`config.mk`:
```
export PLATFORM = sky130hd
export DESIGN_NAME = elevator_door_floor_fsm
export DESIGN_NICKNAME = d
export VERILOG_FILES = /design/src/hw/rtl/edf_pkg.sv /design/src/hw/rtl/edf_step.sv /design/src/hw/rtl/elevator_door_floor_fsm.sv
export VERILOG_INCLUDE_DIRS = /design/src /design/src/hw/rtl
export SDC_FILE = /design/constraint.sdc
export NUM_CORES = 1
export LEC_CHECK = 0
export BUFFER_PORTS_ARGS = -buffer_cell sky130_fd_sc_hd__buf_2
export CAP_MARGIN = 40
export CORE_MARGIN = 3
export CORE_UTILIZATION = 25
export CTS_BUF_LIST = sky130_fd_sc_hd__clkbuf_8
export CTS_CLUSTER_DIAMETER = 120
export DETAILED_ROUTE_END_ITERATION = 10
export GPL_TIMING_DRIVEN = 0
export HOLD_SLACK_MARGIN = 0.1
export PLACE_DENSITY_LB_ADDON = 0.12
export SLEW_MARGIN = 20
export SYNTH_ARGS = -nofsm -noshare
export SYNTH_HDL_FRONTEND = slang
export SYNTH_SLANG_ARGS = --single-unit
```
`constraint.sdc`:
```
create_clock -name clk -period 6.3 [get_ports clk]
set_input_delay 1.26 -clock clk [delete_from_list [all_inputs] [get_ports clk]]
set_output_delay 1.26 -clock clk [all_outputs]
set_load 0.005 [all_outputs]
```
`src/hw/rtl/elevator_door_floor_fsm_macros.svh`:
```
// ----------------------------------------------------------------------------
// Elevator controller assertion macros
// Concurrent assertion wrappers that drop out in synthesis builds.
// ----------------------------------------------------------------------------
`ifndef ELEVATOR_DOOR_FLOOR_FSM_MACROS_SVH
`define ELEVATOR_DOOR_FLOOR_FSM_MACROS_SVH

`ifndef SYNTHESIS

// Property checked on every rising clock edge outside reset.
`define EDF_ASSERT(name, prop) \
	name: assert property (@(posedge clk) disable iff (!arst_n) (prop)) \
		else $error("elevator controller assertion failed");

// Property checked on every rising clock edge, reset included.
`define EDF_ASSERT_ALWAYS(name, prop) \
	name: assert property (@(posedge clk) (prop)) \
		else $error("elevator controller assertion failed");

`else

`define EDF_ASSERT(name, prop)
`define EDF_ASSERT_ALWAYS(name, prop)

`endif

`endif

```
`src/hw/rtl/edf_pkg.sv`:
```
// ----------------------------------------------------------------------------
// Elevator controller package
// State and command codes, event numbers, lamp bits and word types.
// ----------------------------------------------------------------------------
`default_nettype none

package edf_pkg;

	// Controller states, numbered in entry table order.
	typedef enum logic [4:0] {
		S_OFF       = 5'd0,
		S_INIT      = 5'd1,
		S_FL2       = 5'd2,
		S_FL3       = 5'd3,
		S_FL4       = 5'd4,
		S_UP3       = 5'd5,
		S_DN3       = 5'd6,
		S_UP4       = 5'd7,
		S_DN2       = 5'd8,
		S_D2OPENING = 5'd9,
		S_D2OPEN    = 5'd10,
		S_D2CLOSING = 5'd11,
		S_D2CLOSED  = 5'd12,
		S_D3OPENING = 5'd13,
		S_D3OPEN    = 5'd14,
		S_D3CLOSING = 5'd15,
		S_D3CLOSED  = 5'd16,
		S_D4OPENING = 5'd17,
		S_D4OPEN    = 5'd18,
		S_D4CLOSING = 5'd19,
		S_D4CLOSED  = 5'd20,
		S_MVUP      = 5'd21,
		S_MVDN      = 5'd22,
		S_CAB25     = 5'd23,
		S_CAB35     = 5'd24
	} state_t;

	// Motor and door commands.
	typedef enum logic [2:0] {
		CMD_OFF   = 3'd0,
		CMD_OPEN  = 3'd1,
		CMD_CLOSE = 3'd2,
		CMD_UP    = 3'd3,
		CMD_DOWN  = 3'd4
	} cmd_t;

	// Event numbers.
	localparam logic [4:0] EV_TIMER      = 5'd0;
	localparam logic [4:0] EV_POWER_ON   = 5'd1;
	localparam logic [4:0] EV_DOOR_OPEN  = 5'd2;
	localparam logic [4:0] EV_DOOR_SHUT  = 5'd3;
	localparam logic [4:0] EV_DOOR_OBST  = 5'd4;
	localparam logic [4:0] EV_CAB_2      = 5'd5;
	localparam logic [4:0] EV_CAB_25     = 5'd6;
	localparam logic [4:0] EV_CAB_3      = 5'd7;
	localparam logic [4:0] EV_CAB_35     = 5'd8;
	localparam logic [4:0] EV_CAB_4      = 5'd9;
	localparam logic [4:0] EV_CALL_2     = 5'd10;
	localparam logic [4:0] EV_CALL_3     = 5'd11;
	localparam logic [4:0] EV_CALL_4     = 5'd12;
	localparam logic [4:0] EV_REQ_OPEN   = 5'd13;
	localparam logic [4:0] EV_REQ_STOP   = 5'd14;
	localparam logic [4:0] EV_REQ_2      = 5'd15;
	localparam logic [4:0] EV_REQ_3      = 5'd16;
	localparam logic [4:0] EV_REQ_4      = 5'd17;
	localparam logic [4:0] EV_BELL_PRESS = 5'd18;
	localparam logic [4:0] EV_BELL_REL   = 5'd19;
	localparam logic [4:0] EV_LAST       = EV_BELL_REL;

	// Item modes.
	localparam logic MODE_EVENT = 1'b0;
	localparam logic MODE_TICK  = 1'b1;

	// Configuration register indexes.
	localparam logic CFG_FLOOR_DWELL = 1'b0;
	localparam logic CFG_DOOR_OPEN   = 1'b1;

	// Reset values of the configuration registers.
	localparam logic [7:0] FLOOR_DWELL_RESET = 8'd10;
	localparam logic [7:0] DOOR_OPEN_RESET   = 8'd5;

	// Lamp bits, one group of three per function, floors 2, 3 and 4.
	localparam logic [14:0] LAMP_CAB2  = 15'h0001;
	localparam logic [14:0] LAMP_CAB3  = 15'h0002;
	localparam logic [14:0] LAMP_CAB4  = 15'h0004;
	localparam logic [14:0] LAMP_POS2  = 15'h0008;
	localparam logic [14:0] LAMP_POS3  = 15'h0010;
	localparam logic [14:0] LAMP_POS4  = 15'h0020;
	localparam logic [14:0] LAMP_REQ2  = 15'h0040;
	localparam logic [14:0] LAMP_REQ3  = 15'h0080;
	localparam logic [14:0] LAMP_REQ4  = 15'h0100;
	localparam logic [14:0] LAMP_CALL2 = 15'h0200;
	localparam logic [14:0] LAMP_CALL3 = 15'h0400;
	localparam logic [14:0] LAMP_CALL4 = 15'h0800;
	localparam logic [14:0] LAMP_BUSY2 = 15'h1000;
	localparam logic [14:0] LAMP_BUSY3 = 15'h2000;
	localparam logic [14:0] LAMP_BUSY4 = 15'h4000;
	localparam logic [14:0] LAMP_ALL   = 15'h7FFF;

	// Input word.
	typedef struct packed {
		logic       mode;
		logic [4:0] event_code;
	} in_word_t;

	// Result word.
	typedef struct packed {
		logic [4:0]  current_state;
		logic        moved;
		logic        cmd_valid;
		logic [2:0]  motor_cmd;
		logic [14:0] indicator_word;
	} out_word_t;

	// Architectural state carried between items.
	typedef struct packed {
		state_t      fsm_state;
		logic [7:0]  countdown;
		logic [14:0] lamp_word;
	} ctx_t;

	// Result of a transition table lookup.
	typedef struct packed {
		logic   hit;
		state_t nxt;
	} move_t;

endpackage

`default_nettype wire

```
`src/hw/rtl/edf_step.sv`:
```
// ----------------------------------------------------------------------------
// Elevator controller step logic
// Timer tick, transition table lookup and entry action for one word.
// ----------------------------------------------------------------------------
`default_nettype none

module edf_step (
	input  wire edf_pkg::ctx_t     ctx,
	input  wire edf_pkg::in_word_t item,
	input  wire logic [7:0]        floor_dwell_ticks,
	input  wire logic [7:0]        door_open_ticks,
	output edf_pkg::ctx_t          ctx_nxt,
	output edf_pkg::out_word_t     result
);

	// Transition table: next state for a state and event, or no move.
	function automatic edf_pkg::move_t lookup(edf_pkg::state_t s, logic [4:0] e);
		edf_pkg::move_t m;
		m.hit = 1'b1;
		m.nxt = edf_pkg::S_OFF;
		unique case (s)
			edf_pkg::S_OFF: begin
				if (e == edf_pkg::EV_POWER_ON) m.nxt = edf_pkg::S_INIT;
				else m.hit = 1'b0;
			end
			edf_pkg::S_INIT, edf_pkg::S_FL2: begin
				priority if (e == edf_pkg::EV_TIMER)
					m.nxt = (s == edf_pkg::S_INIT) ? edf_pkg::S_FL2 : edf_pkg::S_D2CLOSED;
				else if (e == edf_pkg::EV_CALL_3 || e == edf_pkg::EV_REQ_3)
					m.nxt = edf_pkg::S_UP3;
				else if (e == edf_pkg::EV_CALL_4 || e == edf_pkg::EV_REQ_4)
					m.nxt = edf_pkg::S_UP4;
				else m.hit = 1'b0;
			end
			edf_pkg::S_FL3: begin
				priority if (e == edf_pkg::EV_TIMER) m.nxt = edf_pkg::S_D3CLOSED;
				else if (e == edf_pkg::EV_CALL_2 || e == edf_pkg::EV_REQ_2)
					m.nxt = edf_pkg::S_DN2;
				else if (e == edf_pkg::EV_CALL_4 || e == edf_pkg::EV_REQ_4)
					m.nxt = edf_pkg::S_UP4;
				else m.hit = 1'b0;
			end
			edf_pkg::S_FL4: begin
				priority if (e == edf_pkg::EV_TIMER) m.nxt = edf_pkg::S_D4CLOSED;
				else if (e == edf_pkg::EV_CALL_2 || e == edf_pkg::EV_REQ_2)
					m.nxt = edf_pkg::S_DN2;
				else if (e == edf_pkg::EV_CALL_3 || e == edf_pkg::EV_REQ_3)
					m.nxt = edf_pkg::S_DN3;
				else m.hit = 1'b0;
			end
			edf_pkg::S_UP3, edf_pkg::S_DN3: begin
				if (e == edf_pkg::EV_CAB_3) m.nxt = edf_pkg::S_FL3;
				else m.hit = 1'b0;
			end
			edf_pkg::S_UP4: begin
				if (e == edf_pkg::EV_CAB_4) m.nxt = edf_pkg::S_FL4;
				else m.hit = 1'b0;
			end
			edf_pkg::S_DN2: begin
				if (e == edf_pkg::EV_CAB_2) m.nxt = edf_pkg::S_FL2;
				else m.hit = 1'b0;
			end
			edf_pkg::S_D2OPENING: begin
				if (e == edf_pkg::EV_DOOR_OPEN) m.nxt = edf_pkg::S_D2OPEN;
				else m.hit = 1'b0;
			end
			edf_pkg::S_D3OPENING: begin
				if (e == edf_pkg::EV_DOOR_OPEN) m.nxt = edf_pkg::S_D3OPEN;
				else m.hit = 1'b0;
			end
			edf_pkg::S_D4OPENING: begin
				if (e == edf_pkg::EV_DOOR_OPEN) m.nxt = edf_pkg::S_D4OPEN;
				else m.hit = 1'b0;
			end
			edf_pkg::S_D2OPEN: begin
				if (e == edf_pkg::EV_TIMER) m.nxt = edf_pkg::S_D2CLOSING;
				else m.hit = 1'b0;
			end
			edf_pkg::S_D3OPEN: begin
				if (e == edf_pkg::EV_TIMER) m.nxt = edf_pkg::S_D3CLOSING;
				else m.hit = 1'b0;
			end
			edf_pkg::S_D4OPEN: begin
				if (e == edf_pkg::EV_TIMER) m.nxt = edf_pkg::S_D4CLOSING;
				else m.hit = 1'b0;
			end
			edf_pkg::S_D2CLOSING: begin
				priority if (e == edf_pkg::EV_DOOR_SHUT) m.nxt = edf_pkg::S_D2CLOSED;
				else if (e == edf_pkg::EV_DOOR_OBST || e == edf_pkg::EV_REQ_OPEN)
					m.nxt = edf_pkg::S_D2OPENING;
				else m.hit = 1'b0;
			end
			edf_pkg::S_D3CLOSING: begin
				priority if (e == edf_pkg::EV_DOOR_SHUT) m.nxt = edf_pkg::S_D3CLOSED;
				else if (e == edf_pkg::EV_DOOR_OBST || e == edf_pkg::EV_REQ_OPEN)
					m.nxt = edf_pkg::S_D3OPENING;
				else m.hit = 1'b0;
			end
			edf_pkg::S_D4CLOSING: begin
				priority if (e == edf_pkg::EV_DOOR_SHUT) m.nxt = edf_pkg::S_D4CLOSED;
				else if (e == edf_pkg::EV_DOOR_OBST || e == edf_pkg::EV_REQ_OPEN)
					m.nxt = edf_pkg::S_D4OPENING;
				else m.hit = 1'b0;
			end
			edf_pkg::S_D2CLOSED: begin
				priority if (e == edf_pkg::EV_DOOR_OPEN) m.nxt = edf_pkg::S_FL2;
				else if (e == edf_pkg::EV_CALL_3 || e == edf_pkg::EV_REQ_3)
					m.nxt = edf_pkg::S_UP3;
				else if (e == edf_pkg::EV_CALL_4 || e == edf_pkg::EV_REQ_4)
					m.nxt = edf_pkg::S_UP4;
				else if (e == edf_pkg::EV_REQ_OPEN) m.nxt = edf_pkg::S_D2OPENING;
				else m.hit = 1'b0;
			end
			edf_pkg::S_D3CLOSED: begin
				priority if (e == edf_pkg::EV_DOOR_OPEN) m.nxt = edf_pkg::S_FL3;
				else if (e == edf_pkg::EV_CALL_2 || e == edf_pkg::EV_REQ_2)
					m.nxt = edf_pkg::S_DN2;
				else if (e == edf_pkg::EV_CALL_4 || e == edf_pkg::EV_REQ_4)
					m.nxt = edf_pkg::S_UP4;
				else if (e == edf_pkg::EV_REQ_OPEN) m.nxt = edf_pkg::S_D3OPENING;
				else m.hit = 1'b0;
			end
			edf_pkg::S_D4CLOSED: begin
				priority if (e == edf_pkg::EV_DOOR_OPEN) m.nxt = edf_pkg::S_FL4;
				else if (e == edf_pkg::EV_CALL_2 || e == edf_pkg::EV_REQ_2)
					m.nxt = edf_pkg::S_DN2;
				else if (e == edf_pkg::EV_CALL_3 || e == edf_pkg::EV_REQ_3)
					m.nxt = edf_pkg::S_DN3;
				else if (e == edf_pkg::EV_REQ_OPEN) m.nxt = edf_pkg::S_D4OPENING;
				else m.hit = 1'b0;
			end
			edf_pkg::S_MVUP, edf_pkg::S_MVDN: begin
				priority if (e == edf_pkg::EV_CAB_2) m.nxt = edf_pkg::S_FL2;
				else if (e == edf_pkg::EV_CAB_25) m.nxt = edf_pkg::S_CAB25;
				else if (e == edf_pkg::EV_CAB_3) m.nxt = edf_pkg::S_FL3;
				else if (e == edf_pkg::EV_CAB_35) m.nxt = edf_pkg::S_CAB35;
				else if (e == edf_pkg::EV_CAB_4) m.nxt = edf_pkg::S_FL4;
				else m.hit = 1'b0;
			end
			default: m.hit = 1'b0;
		endcase
		return m;
	endfunction

	logic [4:0]      ev;
	logic            apply;
	logic [7:0]      cnt_dec;
	edf_pkg::move_t  mv;
	logic            issued;
	edf_pkg::cmd_t   cmd;

	// Tick handling and event selection.
	always_comb begin
		cnt_dec = ctx.countdown - 8'd1;
		ev      = item.event_code;
		apply   = 1'b0;
		ctx_nxt = ctx;
		if (item.mode == edf_pkg::MODE_TICK) begin
			if (ctx.countdown != 8'd0) begin
				ctx_nxt.countdown = cnt_dec;
				if (cnt_dec == 8'd0) begin
					apply = 1'b1;
					ev    = edf_pkg::EV_TIMER;
				end
			end
		end else begin
			apply = (item.event_code <= edf_pkg::EV_LAST);
		end

		mv     = lookup(ctx.fsm_state, ev);
		issued = 1'b0;
		cmd    = edf_pkg::CMD_OFF;

		// Entry action of the state being entered.
		if (apply && mv.hit) begin
			ctx_nxt.fsm_state = mv.nxt;
			issued = 1'b1;
			unique case (mv.nxt)
				edf_pkg::S_OFF: ;
				edf_pkg::S_INIT: begin
					cmd = edf_pkg::CMD_OPEN;
					ctx_nxt.lamp_word = edf_pkg::LAMP_ALL;
					ctx_nxt.countdown = floor_dwell_ticks;
				end
				edf_pkg::S_FL2: begin
					ctx_nxt.lamp_word = edf_pkg::LAMP_CAB2 | edf_pkg::LAMP_POS2;
					ctx_nxt.countdown = floor_dwell_ticks;
				end
				edf_pkg::S_FL3: begin
					ctx_nxt.lamp_word = edf_pkg::LAMP_CAB3 | edf_pkg::LAMP_POS3;
					ctx_nxt.countdown = floor_dwell_ticks;
				end
				edf_pkg::S_FL4: begin
					ctx_nxt.lamp_word = edf_pkg::LAMP_CAB4 | edf_pkg::LAMP_POS4;
					ctx_nxt.countdown = floor_dwell_ticks;
				end
				edf_pkg::S_DN2: begin
					cmd = edf_pkg::CMD_DOWN;
					ctx_nxt.lamp_word = ctx.lamp_word | edf_pkg::LAMP_REQ2
						| edf_pkg::LAMP_CALL2 | edf_pkg::LAMP_BUSY3 | edf_pkg::LAMP_BUSY4;
				end
				edf_pkg::S_DN3: begin
					cmd = edf_pkg::CMD_DOWN;
					ctx_nxt.lamp_word = ctx.lamp_word | edf_pkg::LAMP_REQ3
						| edf_pkg::LAMP_CALL3 | edf_pkg::LAMP_BUSY4 | edf_pkg::LAMP_BUSY2;
				end
				edf_pkg::S_UP3: begin
					cmd = edf_pkg::CMD_UP;
					ctx_nxt.lamp_word = ctx.lamp_word | edf_pkg::LAMP_REQ3
						| edf_pkg::LAMP_CALL3 | edf_pkg::LAMP_BUSY2 | edf_pkg::LAMP_BUSY4;
				end
				edf_pkg::S_UP4: begin
					cmd = edf_pkg::CMD_UP;
					ctx_nxt.lamp_word = ctx.lamp_word | edf_pkg::LAMP_REQ4
						| edf_pkg::LAMP_CALL4 | edf_pkg::LAMP_BUSY2 | edf_pkg::LAMP_BUSY3;
				end
				edf_pkg::S_MVUP: cmd = edf_pkg::CMD_UP;
				edf_pkg::S_MVDN: cmd = edf_pkg::CMD_DOWN;
				edf_pkg::S_CAB25, edf_pkg::S_CAB35: issued = 1'b0;
				edf_pkg::S_D2OPENING: begin
					cmd = edf_pkg::CMD_OPEN;
					ctx_nxt.lamp_word = ctx.lamp_word | edf_pkg::LAMP_POS2;
				end
				edf_pkg::S_D3OPENING: begin
					cmd = edf_pkg::CMD_OPEN;
					ctx_nxt.lamp_word = ctx.lamp_word | edf_pkg::LAMP_POS3;
				end
				edf_pkg::S_D4OPENING: begin
					cmd = edf_pkg::CMD_OPEN;
					ctx_nxt.lamp_word = ctx.lamp_word | edf_pkg::LAMP_POS4;
				end
				edf_pkg::S_D2OPEN: begin
					ctx_nxt.lamp_word = ctx.lamp_word | edf_pkg::LAMP_POS2;
					ctx_nxt.countdown = door_open_ticks;
				end
				edf_pkg::S_D3OPEN: begin
					ctx_nxt.lamp_word = ctx.lamp_word | edf_pkg::LAMP_POS3;
					ctx_nxt.countdown = door_open_ticks;
				end
				edf_pkg::S_D4OPEN: begin
					ctx_nxt.lamp_word = ctx.lamp_word | edf_pkg::LAMP_POS4;
					ctx_nxt.countdown = door_open_ticks;
				end
				edf_pkg::S_D2CLOSING: begin
					cmd = edf_pkg::CMD_CLOSE;
					ctx_nxt.lamp_word = ctx.lamp_word | edf_pkg::LAMP_POS2;
				end
				edf_pkg::S_D3CLOSING: begin
					cmd = edf_pkg::CMD_CLOSE;
					ctx_nxt.lamp_word = ctx.lamp_word | edf_pkg::LAMP_POS3;
				end
				edf_pkg::S_D4CLOSING: begin
					cmd = edf_pkg::CMD_CLOSE;
					ctx_nxt.lamp_word = ctx.lamp_word | edf_pkg::LAMP_POS4;
				end
				edf_pkg::S_D2CLOSED: ctx_nxt.lamp_word = ctx.lamp_word | edf_pkg::LAMP_POS2;
				edf_pkg::S_D3CLOSED: ctx_nxt.lamp_word = ctx.lamp_word | edf_pkg::LAMP_POS3;
				edf_pkg::S_D4CLOSED: ctx_nxt.lamp_word = ctx.lamp_word | edf_pkg::LAMP_POS4;
				default: issued = 1'b0;
			endcase
		end
	end

	// Result word for this item.
	always_comb begin
		result.current_state  = ctx_nxt.fsm_state;
		result.moved          = apply & mv.hit;
		result.cmd_valid      = issued;
		result.motor_cmd      = issued ? cmd : edf_pkg::CMD_OFF;
		result.indicator_word = ctx_nxt.lamp_word;
	end

endmodule

`default_nettype wire

```
`src/hw/rtl/elevator_door_floor_fsm.sv`:
```
// Path: the input register holds the word, then the result register holds its result.
// Throughput: one word per cycle unless out_stall holds it; the step logic between
// the input and result registers updates the controller state once per word.
// Reset: arst_n low clears both pipeline valids, puts the controller in the off
// state with a zero countdown and dark lamps, and restores the timing registers.
// ----------------------------------------------------------------------------
// Elevator door and floor controller
// Table-driven three-floor elevator controller with a tick-driven timer.
// ----------------------------------------------------------------------------
`default_nettype none

`include "elevator_door_floor_fsm_macros.svh"

module elevator_door_floor_fsm (
	input  wire  logic               clk,
	input  wire  logic               arst_n,
	input  wire  logic               in_valid,
	output logic                     in_stall,
	input  wire  edf_pkg::in_word_t  in_word,
	output logic                     out_valid,
	input  wire  logic               out_stall,
	output edf_pkg::out_word_t       out_word,
	input  wire  logic               cfg_valid,
	output logic                     cfg_ready,
	input  wire  logic               cfg_index,
	input  wire  logic [7:0]         cfg_data
);

	edf_pkg::in_word_t  item_s1;
	logic               valid_s1;
	edf_pkg::out_word_t out_word_q;
	logic               out_valid_q;
	edf_pkg::ctx_t      ctx_q;
	edf_pkg::ctx_t      ctx_nxt;
	edf_pkg::out_word_t result;
	logic [7:0]         floor_dwell_q;
	logic [7:0]         door_open_q;
	logic               advance;
	logic               take_in;

	// Handshake: the input register refills whenever its word moves on.
	assign advance   = valid_s1 && (!out_valid_q || !out_stall);
	assign in_stall  = valid_s1 && !advance;
	assign take_in   = in_valid && !in_stall;
	assign out_valid = out_valid_q;
	assign out_word  = out_word_q;
	assign cfg_ready = 1'b1;

	// Per-word step logic.
	edf_step u_step (
		.ctx               (ctx_q),
		.item              (item_s1),
		.floor_dwell_ticks (floor_dwell_q),
		.door_open_ticks   (door_open_q),
		.ctx_nxt           (ctx_nxt),
		.result            (result)
	);

	// Control state: valids, controller context and timing registers.
	always_ff @(posedge clk or negedge arst_n) begin
		if (!arst_n) begin
			valid_s1      <= 1'b0;
			out_valid_q   <= 1'b0;
			ctx_q         <= '{fsm_state: edf_pkg::S_OFF, countdown: 8'd0, lamp_word: 15'd0};
			floor_dwell_q <= edf_pkg::FLOOR_DWELL_RESET;
			door_open_q   <= edf_pkg::DOOR_OPEN_RESET;
		end else begin
			if (take_in) begin
				valid_s1 <= 1'b1;
			end else if (advance) begin
				valid_s1 <= 1'b0;
			end
			if (advance) begin
				out_valid_q <= 1'b1;
				ctx_q       <= ctx_nxt;
			end else if (!out_stall) begin
				out_valid_q <= 1'b0;
			end
			if (cfg_valid && cfg_ready) begin
				unique case (cfg_index)
					edf_pkg::CFG_FLOOR_DWELL: floor_dwell_q <= cfg_data;
					edf_pkg::CFG_DOOR_OPEN:   door_open_q   <= cfg_data;
					default: ;
				endcase
			end
		end
	end

	// Payload registers.
	always_ff @(posedge clk) begin
		if (take_in) begin
			item_s1 <= in_word;
		end
		if (advance) begin
			out_word_q <= result;
		end
	end

	// A shown result always carries the controller's present state.
	`EDF_ASSERT(a_state_matches, out_valid_q |-> (out_word_q.current_state == ctx_q.fsm_state))
	// A command is only flagged on a taken transition.
	`EDF_ASSERT(a_cmd_needs_move, out_valid_q |-> (out_word_q.moved || !out_word_q.cmd_valid))
	// Without a command the motor field reads as all off.
	`EDF_ASSERT(a_cmd_off, (out_valid_q && !out_word_q.cmd_valid) |->
		(out_word_q.motor_cmd == edf_pkg::CMD_OFF))
	// The input side only stalls while a word is held.
	`EDF_ASSERT_ALWAYS(a_stall_held, in_stall |-> valid_s1)

endmodule

`default_nettype wire

```
# ---- Word level (Yosys, flattened, before mapping)
# Index checks and enable logic that the tools add are counted.
dict set report totals {
  latch_bits 0
  ram_bits 0
  reg_bits 77
  n_memories 0
  output_inout_bits 28
  elab_cells 208
  rom_bits 0
}
dict set report classes {
  eq_ne 61
  n_mux 90
  n_reduce_logical 39
  n_mul 0
  shift 0
  n_lt_le_gt_ge 1
  bitwise 2
  div 0
  add_sub_neg 1
}
# operator n
set ops {}
lappend ops {{$pmux 15 s10} 1}
lappend ops {{$mux 5} 29}
lappend ops {{$eq 5x4->1 const B} 23}
lappend ops {{$pmux 5 s20} 1}
lappend ops {{$eq 5x5->1 const B} 16}
lappend ops {{$eq 5x3->1 const B} 12}
lappend ops {{$mux 1} 39}
lappend ops {{$mux 4} 9}
lappend ops {{$eq 5x2->1 const B} 6}
lappend ops {{$mux 28} 1}
lappend ops {{$reduce_or 23->1} 1}
lappend ops {{$reduce_or 3->1} 7}
lappend ops {{$reduce_or 4->1} 5}
lappend ops {{$mux 8} 2}
lappend ops {{$pmux 8 s2} 1}
lappend ops {{$eq 5x1->1 const B} 3}
lappend ops {{$logic_not 5->1} 3}
lappend ops {{$pmux 1 s14} 1}
lappend ops {{$pmux 3 s4} 1}
lappend ops {{$mux 3} 3}
lappend ops {{$logic_not 8->1} 1}
lappend ops {{$reduce_bool 8->1} 1}
lappend ops {{$reduce_or 2->1} 4}
lappend ops {{$sub 8x1->8 const B} 1}
lappend ops {{other kinds (10)} 23}

# ---- Logic depth before layout (Yosys ltp)
# Gate-level depths: netlist of run 1.
dict set report logic_depth {
  word_depth 17
  ltp_mapped 14
}

# ---- Modules after synthesis
# From an unflattened synthesis of run 1, not the netlist that was laid out.
dict set report unflattened {
  cells_unflattened 505
  area_unflattened_um2 5177.5
}
# mod area_each_um2 seq_area_each_um2 instances cells_each
set by_module_without_submodules {}
lappend by_module_without_submodules {elevator_door_floor_fsm 2721.4 2087.0 1 135}
lappend by_module_without_submodules {edf_step 2456.1 0.0 1 370}

# ---- Worst setup path after synthesis of run 1
# No wires, ideal clock.
dict set report synth_path {
  path_kind {flip-flop to flip-flop}
  startpoint {reg ctx_q[15] in the netlist's numbering}
  endpoint {reg out_word_q, in the netlist out_word[12] (data pin)}
  stages_incl_launch_ff 14
  path_slack_ns 2.941
  n_path_buf 2
  required_ns 6.040
  arrival_ns 3.099
  setup_ns 0.260
  cell_sequence {dfrtp_1 > inv_1 > ha_1 > xnor2_1 > and3_2 > a21oi_2 > or2_1 > a222oi_1 > buf_4 > a311oi_1 > or4_1 > buf_4 > o21ai_0 > o21ai_1}
}
# element line_no
set synth_lines {}
lappend synth_lines {{start: declaration} elevator_door_floor_fsm.sv:33} ;# edf_pkg::ctx_t ctx_q;
lappend synth_lines {{start signal: assignment} elevator_door_floor_fsm.sv:64} ;# ctx_q <= '{fsm_state: edf_pkg::S_OFF, countdown: 8'd0, lamp_word: 15'd0};
lappend synth_lines {{start signal: assignment} elevator_door_floor_fsm.sv:75} ;# ctx_q <= ctx_nxt;
lappend synth_lines {{end signal: assignment} elevator_door_floor_fsm.sv:95} ;# out_word_q <= result;
lappend synth_lines {{end: declaration} elevator_door_floor_fsm.sv:31} ;# edf_pkg::out_word_t out_word_q;

==> results of run 1 <==
==> placed cells by master (no fill, tap or decap), drive strengths merged, types with 5 or more instances in the layout <==
| cell type | count |
|---|---|
| dfrtp | 42 |
| xnor2 | 7 |
| inv | 19 |
| nor4bb | 5 |
| and3 | 5 |
| o31ai | 7 |
| o211ai | 14 |
| clkbuf | 18 |
| a21o | 10 |
| or4 | 5 |
| mux2 | 13 |
| nor2b | 13 |
| nand4 | 13 |
| o21ai | 38 |
| nand2 | 73 |
| nand3 | 17 |
| o22ai | 5 |
| a22o | 6 |
| and2 | 7 |
| a21oi | 21 |
| a31oi | 8 |
| nor3 | 14 |
| edfxtp | 31 |
| buf | 80 |
| or3 | 5 |
| nor2 | 40 |
| nand2b | 5 |
| nor4b | 6 |
| a211oi | 5 |
| nor4 | 7 |
==> worst max path at each step <==
stage / cells past startpoint / end
finish: 12 / out_word[5]$_DFFE_PP_
global route: 12 / out_word[10]$_DFFE_PP_
CTS: 12 / out_word[10]$_DFFE_PP_
detailed placement: 12 / out_word[10]$_DFFE_PP_
global placement: 12 / out_word[2]$_DFFE_PP_
floorplan: 13 / out_word[12]$_DFFE_PP_
==> cell type report <==
| class | instances | area share [%] |
|---|---|---|
| Buffer | 39 | 3.77 |
| Clock buffer | 9 | 2.09 |
| Clock inverter | 7 | 1.64 |
| Inverter | 18 | 1.14 |
| Multi-Input combinational cell | 415 | 45.9 |
| Sequential cell | 77 | 35.2 |
| Tap cell | 265 | 5.59 |
| Timing Repair Buffer | 50 | 4.72 |
==> power by group through the flow <==
| stage | Combinational (mW) | Clock (mW) | Sequential, mW |
|---|---|---|---|
| global placement | 0.621 | 0 | 0.663 |
| detailed placement | 0.623 | 0 | 0.664 |
| global route | 0.689 | 0.465 | 0.663 |
| floorplan | 0.430 | 0 | 0.655 |
| CTS | 0.625 | 0.444 | 0.654 |
| finish | 0.630 | 0.427 | 0.653 |
==> cell families after synthesis <==
kind of cell | Yosys count
AOI/OAI and AO/OA | 159
xor gates and xnor gates | 10
adders and majority gates | 2
buffers and inverters | 57
DFF | 77
muxes | 14
other | 1
and+or+nand+nor | 229
==> registers in the layout, indices dropped and copies added, names as in the netlist <==
signal / cells
door_open_q: 8
ctx_q: 28
out_valid: 1
item_s1: 6
out_word: 25
valid_s1: 1
floor_dwell_q: 8
==> routing by layer <==
layer / routed length (µm) / up-vias / part of all wire [%] / global-route usage, %
li1: - / 2183 / - / -
met1: 7440 / 2243 / 46 / 19.8
met2: 7490 / 148 / 46 / 23.8
met3: 880 / 35 / 5.4 / 3.49
met4: 418 / 0 / 2.6 / 5.40
met5: 0 / - / 0 / 0
==> worst max-delay path, stage by stage, from the launching register on <==
cell and delay, ns:
dfrtp_1 0.37, buf_4 0.17, xor2_1 0.64, nand3_1 0.16
a2111oi_1 0.64, o31a_1 0.33, a221o_1 0.40, nand2_1 0.23
o221a_2 0.33, o211ai_1 0.32, buf_2 0.30, nand2_1 0.08
nand2_1 0.07
==> impl_results.md, run 1 <==
* Status: completed
* WHS at 0.491 ns
* Min-delay src: ctx_q[6]$_DFFE_PN0P_
* Mux cell area share after synthesis at 3.07%
* DR iter-0 viols at 402
* Fillcell total at 2145
* Final TNS setup at 0 ns
* Top cell type's share of synthesized area at 20.6%
* Number of clock buffers inserted by TritonCTS at 9
* Layout cells sized above 1 at 23.7%
* Synth Area in Compound Gates at 22.9%
* Critical path startpoint: ctx_q[23]$_DFFE_PN0P_
* Combinational power share at 36.8%
* Ys async rst share at 59.7%
* Critical path fanouts, max at 10
* Top-count cell post-synth: nand2_1
* Post-DP Area at about 5700 µm²
* R2R setup slack at 2.11 ns
* Area occupied by multi-input gates at 2720 µm²
* Clock Path Buffers at 2
* Cells after Synth at 549
* Detailed Route WL at around 16000 µm
* Cell taking the most area after synthesis: dfrtp_1
* Yosys Warn Count at 0
* Sink Count at 77
* NetSw at ~650 µW
* Post-synthesis sequential area ratio at 40.9%
* Post-Synth XOR/XNOR Area at 1.86%
* Reg power frac at 38.2%
* Die ar. at 22200 µm²
* CP Data Arrival Time at 4.42 ns
* Port bufs at 46
* # rows at 51
* Crit Path Class: flop to flop
* Leak at ~2.3 nW
* Fmax at 239 MHz
* Post-synth net total at 571
* Final instance area at approximately 5900 µm²
* Largest net degree at the start of global routing at 33
* Worst hold endpoint: ctx_q[6]$_DFFE_PN0P_
* Initial Utilization at about a quarter
* Antenna Nets Post-Route at 0
* Vias at 4609
* Worst Setup End Kind: flop
* PwrDens at just under 300 nW/µm²
* Largest cells by area after synthesis: dfrtp_1 21%, edfxtp_1 18%, nand2_1 5.4%, mux2_2 2.9%, o21ai_0 2.8%
* RSZ-0062 raised after global routing: false
* # hold bufs at CTS at 0
* CTS H-tree lvls at 3
* Router iterations before antenna repair at 5
* First-pass GRT wire length at ~26000 µm
* Vias in the first global route at 4704
* Sw frac at 38.0%
* Period Utilization, post-route at between 60% and 70%
* Least-Margin Pin Slew at between 0.7 and 0.8 ns
* Register area at 2090 µm²
* Worst reg2reg startpoint: ctx_q[23]$_DFFE_PN0P_
* GR Overflow Total at 0
* Clock skew at around 0.016 ns
* Tot GR Track Use at 14.9%
* Min-delay worst type: flop to flop
* Worst hold stages at 2
* Setup WS pre-CTS at 2.18 ns
* Max-slew violation count at 0
* I/O pin count at 48
* Synth cell types at 95
* Relative slew slack at 46.6%
* Core area at 19800 µm²
* Power, Total at 1.71 mW
* Commonest cells post-synth: 73 x nand2_1, 42 x dfrtp_1, 37 x nor2_1
* FF-to-FF path depth at 12
* Worst Setup Start Kind: flop
* Synth Area in Adders at less than 1%
* DR vias/cell at 5.24
* Root buffer cell: clkbuf_8
* Post-synth EDFFs at 31
* Fin. Hold Viols at 0
* Worst Setup Slack, final at about 2.1 ns
* Clock Latency Late Sink at 0.38 ns
* HPWL after DPL at 12100 µm
* Top FF cell, synth: dfrtp_1
* Postcts setup bufs at 0
* Chip Height at 149 µm
* Non-Filler Instances at about 900
* Reg clk slew, reported paths at 0.10 ns
* Initial antenna violation count at 0
* Fin nets at 632
* WP data required at 6.53 ns
* CTS tree: built
* Int Power at 1.06 mW
* Layout Utilization at 30.0%
* Ant. Diodes at 0
* Number of gates resized after cts at 0
* Clock network fraction of design power at roughly 25%
* Peak VDD IR at about 160 µV
* Reg-to-reg endpoint: out_word[5]$_DFFE_PP_
* Area Growth Syn to Fin at 16.4%
* Placed Cells at approximately 860
* Chip width at 149 µm
* DRC Markers at 0
* Largest family of logic cells by synthesized area: simple AND/OR/NAND/NOR gates
* #FFs+latches synth at 77
* Min Tclk post-route at ~4.2 ns
* GPL Wtd Cong at 0.948
* Average size of a mapped cell at 9.29 µm²
* Post-Syn Area at 5100 µm²
* Simple-Gate Fraction of Synth Area at 25.0%
* # setup viols final at 0
* Total of max-cap violations at 0
* Wire per inst at 18.4 µm
Power figures use the tool's default switching activity.
==> run 2: changes to the inputs <==
Clock period 6.3 ns to 3.7 ns, I/O delays scaled along.
==> impl_results.md, run 2 (same netlist as run 1, synthesis figures left out) <==
* Largest register FFs at 28 (unchanged)
* HPWL after DPL at 12100 µm (unchanged)
* Leak at 2.42 nW (+3.3%)
* Metal3 WL at 1030 µm (+17%)
* Buf/Inv on CP at 3 (+1)
* Fin nets at 638 (+0.95%)
* CP Data Arrival Time at 3.85 ns (-0.57 ns)
* Crit-path cells: buf_6 > or4_4 > o211ai_2 > a2bb2oi_2 > nor4_4 > o2111a_2 > buf_6 > a311oi_2 > or4_1 > buf_4 > nor2_2 > o32a_1
* Area Growth Syn to Fin at 21.0%
* Initial Utilization at 25.8% (unchanged)
* Register area at 2090 µm² (+0.12%)
* Setup WS pre-CTS at -0.417 ns (-2.60 ns)
* Chip Height at 149 µm (unchanged)
* Met2 WL at 7660 µm (+2.2%)
* Antenna Nets Post-Route at 0 (unchanged)
* Number of clock buffers inserted by TritonCTS at 9 (unchanged)
* Router iterations before antenna repair at 7 (+2)
* GPL Wtd Cong at 0.948 (unchanged)
* DRT met1 WL at 7370 µm (-0.93%)
* Max-slew violation count at 0 (unchanged)
* Post-DP Area at 5710 µm² (unchanged)
* Min Tclk post-route at 3.61 ns (-0.579 ns)
* Commonest non-fill, non-tap cell in the layout: nand2_1
* Final instance area at 6170 µm² (+4.0%)
* I/O pin count at 48 (unchanged)
* CTS tree: built
* Max incr delay on CP at 0.55 ns (-0.09 ns)
* Root buffer cell: clkbuf_8
* Fin. Hold Viols at 0 (unchanged)
* GR Overflow Total at 0 (unchanged)
* Fmax at 277 MHz (+16%)
* Worst Setup Start Kind: flop
* Worst Setup End Kind: flop
* Status: completed
* Clock Latency Late Sink at 0.37 ns (about the same)
* Relative slew slack at 54.0% (+7.4 points)
* Min-delay worst type: primary input to asynchronous set/reset pin
* Largest delay contributor family on the critical path: simple AND/OR/NAND/NOR gates
* Initial antenna violation count at 0 (unchanged)
* CTS H-tree lvls at 3 (unchanged)
* Fillcell total at 2129 (-0.75%)
* Layout cells sized above 1 at 28.7% (+4.9 points)
* DR iter-0 viols at 454 (+13%)
* Top routing layer used: met4
* Crit path top cell by count: buf_6
* Vias at 4670 (+1.3%)
* Commonest non-fill, non-tap cells in the layout: 72 x nand2_1, 65 x buf_2, 40 x dfrtp_1
* Layout Utilization at 31.2% (+1.2 points)
* DRC Markers at 0 (unchanged)
* WP data required at 3.94 ns (-2.59 ns)
* Tot GR Track Use at 15.0% (+0.040 points)
* RSZ-0062 raised after global routing: true
* Die ar. at 22200 µm² (unchanged)
* Clock skew at 0.0150 ns (-0.00143 ns)
* Sink Count at 77 (unchanged)
* Worst Setup Slack, final at 0.0927 ns (-2.02 ns)
* Core area at 19800 µm² (unchanged)
* # setup viols final at 0 (unchanged)
* Biggest register: ctx_q
* Period Utilization, post-route at 97.5% (+31 points)
* # hold bufs at CTS at 0 (unchanged)
* First-pass GRT wire length at 26000 µm (+0.13%)
* DR vias/cell at 5.27 (+0.64%)
* PwrDens at 486 nW/µm² (+69%)
* Least-Margin Pin Slew at 0.690 ns (-0.0999 ns)
* Chip width at 149 µm (unchanged)
* Port bufs at 46 (unchanged)
* Wire per inst at 18.5 µm (+0.48%)
* Peak VDD IR at 281 µV (+74%)
* Detailed Route WL at 16400 µm (+1.2%)
* CP max-delay cell: or4_4
* Total of max-cap violations at 0 (unchanged)
* Reg clk slew, reported paths at 0.09 ns (about the same)
* WHS at 0.316 ns (-0.175 ns)
* Ant. Diodes at 0 (unchanged)
* Area occupied by multi-input gates at 2880 µm² (+5.8%)
* Clock Path Buffers at 2 (unchanged)
* Crit Path Class: flop to flop
* Critical path fanouts, max at 10 (unchanged)
* Largest net degree at the start of global routing at 33 (unchanged)
* Vias in the first global route at 4685 (-0.40%)
* # rows at 51 (unchanged)
* Final TNS setup at 0 ns (unchanged)
## run 2: cell types whose count changed in the layout (fill, tap and decap cells not counted), moves of 2 or more
cell / before / now
buf_2: 67 / 65
nor4b_2: 1 / 4
a21oi_2: 1 / 3
dfrtp_2: 0 / 2
a21oi_1: 20 / 18
clkbuf_4: 0 / 2
clkbuf_2: 1 / 3
buf_4: 6 / 14
nor4b_1: 4 / 1
o311ai_0: 3 / 1
clkbuf_1: 8 / 4
dfrtp_1: 42 / 40
## run 2: path summary, 6_finish.rpt
check / start / endpoint / slack (ns) / depth (start not counted)
worst min-delay path: arst_n / floor_dwell_q[4]$_DFFE_PN0P_ / 0.32 / 1
worst max register to register: item_s1[4]$_DFFE_PP_ / out_word[11]$_DFFE_PP_ / 0.09 / 12
max in group asynchronous: arst_n / floor_dwell_q[1]$_DFFE_PN1P_ / 2.80 / 2
worst min register to register: ctx_q[6]$_DFFE_PN0P_ / ctx_q[6]$_DFFE_PN0P_ / 0.49 / 2
worst max-delay path: item_s1[4]$_DFFE_PP_ / out_word[11]$_DFFE_PP_ / 0.09 / 12
min in group clk: ctx_q[6]$_DFFE_PN0P_ / ctx_q[6]$_DFFE_PN0P_ / 0.49 / 2
## run 2: what timing repair did
item,4_1_cts,5_1_grt
setup endpoints to repair,47,41
resized for setup,15,25
pin swaps,1,5
setup buffers,1,7
## run 2: stage by stage
| stage | cells | power [mW] |
|---|---|---|
| after detailed placement | 864 | 2.19 |
| after global placement | 860 | 2.19 |
| after global routing | 886 | 3.18 |
| final | 886 | 3.00 |
| after floorplan | 549 | 1.85 |
| after CTS | 880 | 2.95 |
## run 2: final cells by class
class | count | share of cell area, %
repair buffers | 58 | 5.76
well taps | 265 | 5.37
inverters | 18 | 1.09
plain buffers | 37 | 3.65
flip-flops and latches | 77 | 33.9
clock inverters | 7 | 1.58
clock buffers | 9 | 2.01
multi-input cells | 415 | 46.7
## run 2: power by group
| group | switching (mW) | total [mW] | internal, mW |
|---|---|---|---|
| logic | 0.725 | 1.16 | 0.436 |
| clock network | 0.343 | 0.727 | 0.384 |
| registers | 0.0736 | 1.11 | 1.04 |
## run 2: worst register-to-register path, cell delays in order, from the launching register on
cell       delay (ns)
edfxtp_1         0.42
buf_6            0.16
or4_4            0.55
o211ai_2         0.22
a2bb2oi_2        0.12
nor4_4           0.44
o2111a_2         0.27
buf_6            0.16
a311oi_2         0.06
or4_1            0.50
buf_4            0.19
nor2_2           0.18
o32a_1           0.20
## run 2: routing by layer
layer	GRT usage [%]	up-vias
li1	-	2191
met4	5.26	0
met3	3.56	31
met1	19.7	2277
met2	24.1	171
met5	0	-
